**config.mk**
```make
export PLATFORM = sky130hd
export DESIGN_NAME = gregorian_date_info_flat
export DESIGN_NICKNAME = d
export VERILOG_FILES = /design/src/design/gdi_pkg.sv /design/src/design/gdi_in_if.sv /design/src/design/gdi_out_if.sv /design/src/design/gdi_div_stage.sv /design/src/design/gdi_sum_stage.sv /design/src/design/gdi_out_stage.sv /design/src/design/gregorian_date_info.sv /design/src/flat_wrapper.sv
export SDC_FILE = /design/constraint.sdc
export NUM_CORES = 1
export LEC_CHECK = 0
export BUFFER_PORTS_ARGS = -buffer_cell sky130_fd_sc_hd__buf_2
export CORE_AREA = 2 2 182 184
export DETAILED_ROUTE_END_ITERATION = 16
export DIE_AREA = 0 0 184 186
export GPL_ROUTABILITY_DRIVEN = 0
export GPL_TIMING_DRIVEN = 1
export HOLD_SLACK_MARGIN = 0.03
export PLACE_DENSITY = 0.71
export SLEW_MARGIN = 20
export SYNTH_ARGS = -nofsm -noshare
export SYNTH_HDL_FRONTEND = slang
export SYNTH_HIERARCHICAL = 1
export SYNTH_SLANG_ARGS = --single-unit
```
**constraint.sdc**
```tcl
create_clock -name i_clk -period 23.8 [get_ports i_clk]
set_input_delay 3.57 -clock i_clk [delete_from_list [all_inputs] [get_ports i_clk]]
set_output_delay 3.57 -clock i_clk [all_outputs]
set_load 0.05 [all_outputs]
```
**src/design/gdi_pkg.sv**
```systemverilog
// Shared types, constants and table functions of the Gregorian date info pipeline.
package gdi_pkg;

    // Field widths of the date.
    localparam int YEAR_W  = 14;
    localparam int MONTH_W = 4;
    localparam int DAY_W   = 5;

    // Shifted years reach 16383 + 400 and need one bit more than the year.
    localparam int YS_W = YEAR_W + 1;

    // Division by 100 as a multiplication by a reciprocal and a shift.
    // The product is exact for every dividend below 43690.
    localparam int             DIV100_SHIFT = 21;
    localparam logic [14:0]    DIV100_MUL   = 15'd20972;
    localparam logic [YS_W-1:0] YEAR_OFFSET = 15'd400;
    localparam logic [7:0]     CENTURY      = 8'd100;

    // Month and weekday codes.
    localparam logic [MONTH_W-1:0] FEBRUARY = 4'd2;
    localparam logic [MONTH_W-1:0] MARCH    = 4'd3;
    localparam logic [2:0]         FRIDAY   = 3'd5;
    localparam logic [2:0]         SATURDAY = 3'd6;

    localparam logic [8:0] COMMON_YEAR_LEN = 9'd365;
    localparam logic [8:0] LEAP_YEAR_LEN   = 9'd366;
    localparam logic [4:0] LONG_MONTH_LEN  = 5'd31;

    // Register between the first and second stage.
    typedef struct packed {
        logic [YEAR_W-1:0]  year;
        logic [MONTH_W-1:0] month;
        logic [DAY_W-1:0]   day;
        logic [YS_W-1:0]    ys;
        logic [MONTH_W-1:0] ms;
        logic [28:0]        prod_y;
        logic [29:0]        prod_s;
    } t_stage1;

    // Register between the second and third stage.
    typedef struct packed {
        logic [MONTH_W-1:0] month;
        logic [DAY_W-1:0]   day;
        logic               leap;
        logic [YS_W-1:0]    wsum;
    } t_stage2;

    // One result beat.
    typedef struct packed {
        logic [2:0] weekday;
        logic       leap_flag;
        logic [4:0] month_length;
        logic       weekend_flag;
        logic       business_flag;
        logic       week_end_flag;
        logic [2:0] days_to_week_end;
        logic [4:0] days_to_month_end;
        logic [8:0] day_of_year;
        logic [8:0] days_to_year_end;
    } t_result;

    // floor(31 * ms / 12) for the shifted month 1..13.
    function automatic logic [5:0] month_offset(input logic [MONTH_W-1:0] ms);
        logic [5:0] v;
        unique case (ms)
            4'd1:    v = 6'd2;
            4'd2:    v = 6'd5;
            4'd3:    v = 6'd7;
            4'd4:    v = 6'd10;
            4'd5:    v = 6'd12;
            4'd6:    v = 6'd15;
            4'd7:    v = 6'd18;
            4'd8:    v = 6'd20;
            4'd9:    v = 6'd23;
            4'd10:   v = 6'd25;
            4'd11:   v = 6'd28;
            4'd12:   v = 6'd31;
            4'd13:   v = 6'd33;
            default: v = 6'd0;
        endcase
        return v;
    endfunction

    // Month length in a common year; zero for a month code out of range.
    function automatic logic [4:0] base_month_len(input logic [MONTH_W-1:0] m);
        logic [4:0] v;
        unique case (m)
            4'd1, 4'd3, 4'd5, 4'd7, 4'd8, 4'd10, 4'd12: v = 5'd31;
            4'd4, 4'd6, 4'd9, 4'd11:                   v = 5'd30;
            4'd2:                                      v = 5'd28;
            default:                                   v = 5'd0;
        endcase
        return v;
    endfunction

    // Days of all earlier months in a common year.
    function automatic logic [8:0] days_before(input logic [MONTH_W-1:0] m);
        logic [8:0] v;
        unique case (m)
            4'd0, 4'd1: v = 9'd0;
            4'd2:       v = 9'd31;
            4'd3:       v = 9'd59;
            4'd4:       v = 9'd90;
            4'd5:       v = 9'd120;
            4'd6:       v = 9'd151;
            4'd7:       v = 9'd181;
            4'd8:       v = 9'd212;
            4'd9:       v = 9'd243;
            4'd10:      v = 9'd273;
            4'd11:      v = 9'd304;
            4'd12:      v = 9'd334;
            default:    v = 9'd365;
        endcase
        return v;
    endfunction

    // Remainder by 7: octal digits are summed since 8 is 1 modulo 7.
    function automatic logic [2:0] mod7(input logic [YS_W-1:0] s);
        logic [5:0] dsum;
        logic [3:0] fold;
        logic [3:0] r;
        dsum = 6'(s[2:0]) + 6'(s[5:3]) + 6'(s[8:6]) + 6'(s[11:9]) + 6'(s[14:12]);
        fold = 4'(dsum[5:3]) + 4'(dsum[2:0]);
        r    = (fold >= 4'd7) ? fold - 4'd7 : fold;
        return r[2:0];
    endfunction

endpackage

```
**src/design/gdi_in_if.sv**
```systemverilog
// Date input channel: valid, ready and the date fields.
interface gdi_in_if;
    logic        valid;
    logic        ready;
    logic [13:0] year;
    logic [3:0]  month;
    logic [4:0]  day;

    modport source (output valid, output year, output month, output day, input ready);
    modport sink   (input valid, input year, input month, input day, output ready);
endinterface

```
**src/design/gdi_out_if.sv**
```systemverilog
// Result output channel: valid, ready and the calendar facts.
interface gdi_out_if;
    logic       valid;
    logic       ready;
    logic [2:0] weekday;
    logic       leap_flag;
    logic [4:0] month_length;
    logic       weekend_flag;
    logic       business_flag;
    logic       week_end_flag;
    logic [2:0] days_to_week_end;
    logic [4:0] days_to_month_end;
    logic [8:0] day_of_year;
    logic [8:0] days_to_year_end;

    modport source (
        output valid, output weekday, output leap_flag, output month_length,
        output weekend_flag, output business_flag, output week_end_flag,
        output days_to_week_end, output days_to_month_end, output day_of_year,
        output days_to_year_end, input ready
    );
    modport sink (
        input valid, input weekday, input leap_flag, input month_length,
        input weekend_flag, input business_flag, input week_end_flag,
        input days_to_week_end, input days_to_month_end, input day_of_year,
        input days_to_year_end, output ready
    );
endinterface

```
**src/design/gdi_div_stage.sv**
```systemverilog
// First stage: year shift, shifted month and the reciprocal products for division by 100.
module gdi_div_stage (
    input  logic                  i_clk,
    input  logic                  i_rst_n,
    input  logic                  i_valid,
    input  logic [13:0]           i_year,
    input  logic [3:0]            i_month,
    input  logic [4:0]            i_day,
    input  logic                  i_ready,
    output logic                  o_ready,
    output logic                  o_valid,
    output gdi_pkg::t_stage1      o_data
);
    import gdi_pkg::*;

    logic    r_valid;
    t_stage1 r_data;
    t_stage1 n_data;
    logic    shift;

    // January and February count as months of the year before.
    always_comb begin
        shift         = (i_month <= FEBRUARY);
        n_data.year   = i_year;
        n_data.month  = i_month;
        n_data.day    = i_day;
        n_data.ys     = YS_W'(i_year) + YEAR_OFFSET - YS_W'(shift);
        n_data.ms     = shift ? i_month + 4'd10 : i_month - 4'd2;
        n_data.prod_y = 29'(i_year) * 29'(DIV100_MUL);
        n_data.prod_s = 30'(n_data.ys) * 30'(DIV100_MUL);
    end

    assign o_ready = !r_valid || i_ready;
    assign o_valid = r_valid;
    assign o_data  = r_data;

    // Stage register; it loads whenever the next stage frees it.
    always_ff @(posedge i_clk) begin
        if (!i_rst_n) begin
            r_valid <= 1'b0;
        end else if (o_ready) begin
            r_valid <= i_valid;
        end
        if (o_ready && i_valid) begin
            r_data <= n_data;
        end
    end
endmodule

```
**src/design/gdi_sum_stage.sv**
```systemverilog
// Second stage: leap-year test and the weekday sum before reduction by 7.
module gdi_sum_stage (
    input  logic                  i_clk,
    input  logic                  i_rst_n,
    input  logic                  i_valid,
    input  gdi_pkg::t_stage1      i_data,
    input  logic                  i_ready,
    output logic                  o_ready,
    output logic                  o_valid,
    output gdi_pkg::t_stage2      o_data
);
    import gdi_pkg::*;

    logic        r_valid;
    t_stage2     r_data;
    t_stage2     n_data;
    logic [7:0]  q100_y;
    logic [8:0]  q100_s;
    logic [13:0] cent_y;
    logic        div100;

    always_comb begin
        // Quotients by 100 from the reciprocal products.
        q100_y = i_data.prod_y[28:DIV100_SHIFT];
        q100_s = i_data.prod_s[29:DIV100_SHIFT];
        cent_y = 14'(q100_y) * 14'(CENTURY);
        div100 = (cent_y == i_data.year);

        // Divisible by 400 means a whole century whose count is a multiple of 4.
        n_data.leap  = ((i_data.year[1:0] == 2'd0) && !div100)
                    || (div100 && (q100_y[1:0] == 2'd0));
        n_data.month = i_data.month;
        n_data.day   = i_data.day;

        // d + ys + ys/4 - ys/100 + ys/400 + floor(31 * ms / 12).
        n_data.wsum = YS_W'(i_data.day) + i_data.ys + (i_data.ys >> 2)
                    + YS_W'(q100_s >> 2) + YS_W'(month_offset(i_data.ms))
                    - YS_W'(q100_s);
    end

    assign o_ready = !r_valid || i_ready;
    assign o_valid = r_valid;
    assign o_data  = r_data;

    // Stage register.
    always_ff @(posedge i_clk) begin
        if (!i_rst_n) begin
            r_valid <= 1'b0;
        end else if (o_ready) begin
            r_valid <= i_valid;
        end
        if (o_ready && i_valid) begin
            r_data <= n_data;
        end
    end
endmodule

```
**src/design/gdi_out_stage.sv**
```systemverilog
// Third stage: weekday, its flags, month and year counts, and the output register.
module gdi_out_stage (
    input  logic                  i_clk,
    input  logic                  i_rst_n,
    input  logic                  i_valid,
    input  gdi_pkg::t_stage2      i_data,
    input  logic                  i_ready,
    output logic                  o_ready,
    output logic                  o_valid,
    output gdi_pkg::t_result      o_data
);
    import gdi_pkg::*;

    logic       r_valid;
    t_result    r_data;
    t_result    n_data;
    logic [2:0] wd;
    logic [4:0] mlen;
    logic [5:0] to_mend;
    logic [8:0] doy;
    logic [8:0] ylen;

    always_comb begin
        // Weekday and the flags that follow from it.
        wd                      = mod7(i_data.wsum);
        n_data.weekday          = wd;
        n_data.weekend_flag     = (wd == FRIDAY) || (wd == SATURDAY);
        n_data.business_flag    = (wd < FRIDAY);
        n_data.week_end_flag    = (wd == SATURDAY);
        n_data.days_to_week_end = SATURDAY - wd;
        n_data.leap_flag        = i_data.leap;

        // Month length, with the leap day in February.
        mlen = base_month_len(i_data.month)
             + 5'(i_data.leap && (i_data.month == FEBRUARY));
        n_data.month_length = mlen;

        // Inclusive days to month end, one past the end, saturated at a long month.
        to_mend = (5'(i_data.day) < mlen) ? 6'(mlen) - 6'(i_data.day) + 6'd1 : 6'd1;
        n_data.days_to_month_end = (to_mend > 6'(LONG_MONTH_LEN)) ? LONG_MONTH_LEN
                                                                  : to_mend[4:0];

        // Day of year; every month from March on has the leap day behind it.
        doy = days_before(i_data.month) + 9'(i_data.day)
            + 9'(i_data.leap && (i_data.month >= MARCH));
        n_data.day_of_year = doy;
        ylen = i_data.leap ? LEAP_YEAR_LEN : COMMON_YEAR_LEN;
        n_data.days_to_year_end = (doy < ylen) ? ylen - doy : 9'd0;
    end

    assign o_ready = !r_valid || i_ready;
    assign o_valid = r_valid;
    assign o_data  = r_data;

    // Output register; holds the beat while the sink stalls.
    always_ff @(posedge i_clk) begin
        if (!i_rst_n) begin
            r_valid <= 1'b0;
        end else if (o_ready) begin
            r_valid <= i_valid;
        end
        if (o_ready && i_valid) begin
            r_data <= n_data;
        end
    end
endmodule

```
**src/design/gregorian_date_info.sv**
```systemverilog
// Top level of the Gregorian date info pipeline.
//
//  Channel   Direction  Beat contents
//  i_date    in         year, month, day
//  o_info    out        weekday, leap and week flags, month and year day counts
//
// Three register stages: reciprocal products, leap test and weekday sum,
// then reduction by 7 and the day counts into the output register.
// A date is accepted every cycle unless a sink stall has filled the pipeline.
// The synchronous active-low reset clears only the stage valid bits.
// A stage loads when it is empty or its successor moves, so a stall at the
// sink fills the pipeline up and then holds i_date.ready low.
module gregorian_date_info (
    input  logic      i_clk,
    input  logic      i_rst_n,
    gdi_in_if.sink    i_date,
    gdi_out_if.source o_info
);
    import gdi_pkg::*;

    logic    s1_valid;
    logic    s1_ready;
    t_stage1 s1_data;
    logic    s2_valid;
    logic    s2_ready;
    t_stage2 s2_data;
    t_result res;

    gdi_div_stage u_div (
        .i_clk   (i_clk),
        .i_rst_n (i_rst_n),
        .i_valid (i_date.valid),
        .i_year  (i_date.year),
        .i_month (i_date.month),
        .i_day   (i_date.day),
        .i_ready (s1_ready),
        .o_ready (i_date.ready),
        .o_valid (s1_valid),
        .o_data  (s1_data)
    );

    gdi_sum_stage u_sum (
        .i_clk   (i_clk),
        .i_rst_n (i_rst_n),
        .i_valid (s1_valid),
        .i_data  (s1_data),
        .i_ready (s2_ready),
        .o_ready (s1_ready),
        .o_valid (s2_valid),
        .o_data  (s2_data)
    );

    gdi_out_stage u_out (
        .i_clk   (i_clk),
        .i_rst_n (i_rst_n),
        .i_valid (s2_valid),
        .i_data  (s2_data),
        .i_ready (o_info.ready),
        .o_ready (s2_ready),
        .o_valid (o_info.valid),
        .o_data  (res)
    );

    // Result beat onto the output channel.
    assign o_info.weekday           = res.weekday;
    assign o_info.leap_flag         = res.leap_flag;
    assign o_info.month_length      = res.month_length;
    assign o_info.weekend_flag      = res.weekend_flag;
    assign o_info.business_flag     = res.business_flag;
    assign o_info.week_end_flag     = res.week_end_flag;
    assign o_info.days_to_week_end  = res.days_to_week_end;
    assign o_info.days_to_month_end = res.days_to_month_end;
    assign o_info.day_of_year       = res.day_of_year;
    assign o_info.days_to_year_end  = res.days_to_year_end;
endmodule
```
**src/flat_wrapper.sv**
```systemverilog
// flat-port wrapper written by rule: the top's interface ports become plain ports
module gregorian_date_info_flat import gdi_pkg::*;
  (i_clk, i_rst_n, i_date_valid, i_date_year, i_date_month, i_date_day, i_date_ready, o_info_valid, o_info_weekday, o_info_leap_flag, o_info_month_length, o_info_weekend_flag, o_info_business_flag, o_info_week_end_flag, o_info_days_to_week_end, o_info_days_to_month_end, o_info_day_of_year, o_info_days_to_year_end, o_info_ready);
  gdi_in_if i_date_i ();
  gdi_out_if o_info_i ();
  input  logic i_clk;
  input  logic i_rst_n;
  input wire logic [$bits(i_date_i.valid)-1:0] i_date_valid;
  input wire logic [$bits(i_date_i.year)-1:0] i_date_year;
  input wire logic [$bits(i_date_i.month)-1:0] i_date_month;
  input wire logic [$bits(i_date_i.day)-1:0] i_date_day;
  output wire logic [$bits(i_date_i.ready)-1:0] i_date_ready;
  output wire logic [$bits(o_info_i.valid)-1:0] o_info_valid;
  output wire logic [$bits(o_info_i.weekday)-1:0] o_info_weekday;
  output wire logic [$bits(o_info_i.leap_flag)-1:0] o_info_leap_flag;
  output wire logic [$bits(o_info_i.month_length)-1:0] o_info_month_length;
  output wire logic [$bits(o_info_i.weekend_flag)-1:0] o_info_weekend_flag;
  output wire logic [$bits(o_info_i.business_flag)-1:0] o_info_business_flag;
  output wire logic [$bits(o_info_i.week_end_flag)-1:0] o_info_week_end_flag;
  output wire logic [$bits(o_info_i.days_to_week_end)-1:0] o_info_days_to_week_end;
  output wire logic [$bits(o_info_i.days_to_month_end)-1:0] o_info_days_to_month_end;
  output wire logic [$bits(o_info_i.day_of_year)-1:0] o_info_day_of_year;
  output wire logic [$bits(o_info_i.days_to_year_end)-1:0] o_info_days_to_year_end;
  input wire logic [$bits(o_info_i.ready)-1:0] o_info_ready;
  assign i_date_i.valid = i_date_valid;
  assign i_date_i.year = i_date_year;
  assign i_date_i.month = i_date_month;
  assign i_date_i.day = i_date_day;
  assign i_date_ready = i_date_i.ready;
  assign o_info_valid = o_info_i.valid;
  assign o_info_weekday = o_info_i.weekday;
  assign o_info_leap_flag = o_info_i.leap_flag;
  assign o_info_month_length = o_info_i.month_length;
  assign o_info_weekend_flag = o_info_i.weekend_flag;
  assign o_info_business_flag = o_info_i.business_flag;
  assign o_info_week_end_flag = o_info_i.week_end_flag;
  assign o_info_days_to_week_end = o_info_i.days_to_week_end;
  assign o_info_days_to_month_end = o_info_i.days_to_month_end;
  assign o_info_day_of_year = o_info_i.day_of_year;
  assign o_info_days_to_year_end = o_info_i.days_to_year_end;
  assign o_info_i.ready = o_info_ready;
  gregorian_date_info u_core (.i_clk(i_clk), .i_rst_n(i_rst_n), .i_date(i_date_i), .o_info(o_info_i));
endmodule
```
==> flow_metrics.tcl <==
set metrics [dict create \
    antenna_cells 0 \
    worst-setup-path-type "in2reg" \
    met3_usage 0.02602 \
    final_cell_area_sq_um 17500 \
    final_hold_viol_count 0 \
    worstSkewPairLatency_ns 0.43 \
    yosys_warnings 6 \
    holdBufCountCts 0 \
    critPathLaunchType "primary input" \
    routed_via_density 5.217 \
    finalClockSkew_ns 0.01138 \
    synth_area_sq_um 16130 \
    drv_cap 0 \
    syn-num-nets 2068 \
    place_hpwl_microns 26620 \
    drive_above_1_share 0.08035 \
    critPathRequiredTime_ns 23.96 \
    port_buffers 66 \
    place_ws_ns 12.77 \
    crit_slowest_cell "xor2_1" \
    start_util 0.5009 \
    clkTransAtPathRegs_ns 0.06 \
    crit_path_frequent_cell "inv_1" \
    grt_use_met2 0.3395 \
    relSlewSlack 0.3266 \
    holdWs_ns 0.4596 \
    initialDrtViolationCount 705 \
    postPlaceCellArea_sq_um 16930 \
    worst-path-max-fanout 7 \
    core_area_sq_um 32210 \
    drc_errors 0 \
    ctsRootBufferMaster "clkbuf_16" \
    fin_crit_ns 10.66 \
    rsz0062_at_grt "false" \
    end_kind "flop" \
    cts_sinks 123 \
    grt_max_degree 59 \
    worst_slack_ns 13.14 \
    outcome "finished clean" \
    netlist_instances 1534 \
    grt_first_pass_wirelength_microns 54290 \
    drt-total-wl_microns 32150 \
    cts_tree "done" \
    finalSetupViolations 0 \
    min_path_type "reg2reg" \
    critical_path.max_stage_delay_ns 0.60 \
    firstDrtPassIters 5 \
    grt_pass1_vias 10950 \
    fp.dieH_microns 186 \
    arrival_ns 10.82 \
    postCtsResizedCells 0 \
    grt_most_used_layer "met2" \
    die_width_microns 184 \
    tightest_slew_ns 1.003 \
    tritoncts.num_buffers 17 \
    grt_util_met1 0.2830 \
    io_pins 67 \
    via_count 10570 \
    fillCellCount 2764 \
    slew_viol_final 0 \
    antenna_found_initial 0 \
    fin_nets 2139 \
    postCtsSetupRepairBufs 0 \
    drtAntennaViolNets 0 \
    clock.fmax_ghz 0.09381 \
    fin_crit_sh 0.4479 \
    syn_avg_cell_area_sq_um 10.52 \
    tns_ns 0 \
    htree_levels 4 \
    die_area_sq_um 34220 \
    synthToLayoutAreaGrowth_pct 8.477 \
    cts_buffer_depth 2 \
    wl_per_cell_microns 15.87 \
    num_rows 66 \
    grtUsageTotal 0.2031 \
    gr-total-overflow 0 \
]
state kept, by name, summed over array words and instances, names as in the netlist:
name	flops
u_core/u_div/o_data	58
u_core/u_out/o_data	37
u_core/u_sum/o_data	25
u_core/u_div/o_valid	1
u_core/u_out/o_valid	1
u_core/u_sum/o_valid	1
layout make-up:
class	count	area, sq um	area share
multi-input combinational	1010	10950	0.6257
sequential	123	3664	0.2093
inverter	382	1434	0.08193
tap	408	510.5	0.02917
clock buffer	18	429.2	0.02452
timing repair buffer	71	367.9	0.02102
clock inverter	14	145.1	0.008293
placed cells by master, fill, tap and decap left out, drive strengths merged, types with 5 or more instances in the layout:
cell    instances
a211oi         11
a21boi          8
a21o           31
a21oi          77
a31oi          10
and2            8
and3            8
buf            71
clkbuf         18
clkinv          6
edfxtp        120
fa            176
ha            331
inv           385
nand2          42
nand2b         10
nand3           8
nand4           9
nor2           49
nor2b          12
nor3            7
o211ai          5
o21a            5
o21ai          43
o21bai         11
o22ai           6
xnor2          71
xor2           24
per-stage QoR:
step,util,cells
3_5_place_dp,0.5256,1994
2_1_floorplan,-,1534
3_3_place_gp,0.5256,1994
6_report,0.5434,2026
4_1_cts,0.5434,2026
5_1_grt,0.5434,2026
worst max-delay path, delay by kind of cell:
family,cells,cell delay [ns]
xor gates and xnor gates,2,0.78
and+or+nand+nor,4,0.57
AOI/OAI and AO/OA,9,2.03
adders and majority gates,9,3.25
buffers and inverters,8,0.62
routing by layer:
metal / vias to the layer above / wire length (microns)
met4: 0 / 465
met5: - / 0
met2: 228 / 15010
li1: 5173 / -
met1: 5140 / 15530
met3: 28 / 1149
final timing paths:
kind	from	to	slack, ns	depth (start not counted)
min reg2reg	u_core/u_div/o_data[84]	u_core/u_sum/o_data[22]	0.46	0
min	u_core/u_div/o_data[84]	u_core/u_sum/o_data[22]	0.46	0
max reg2reg	u_core/u_sum/o_data[2]	u_core/u_out/o_data[25]	18.65	18
max	i_date_month[1]	u_core/u_div/o_data[28]	13.14	32
Power is not shown: default switching activity piles up to over one toggle a cycle in this logic, so the estimate is an artifact.
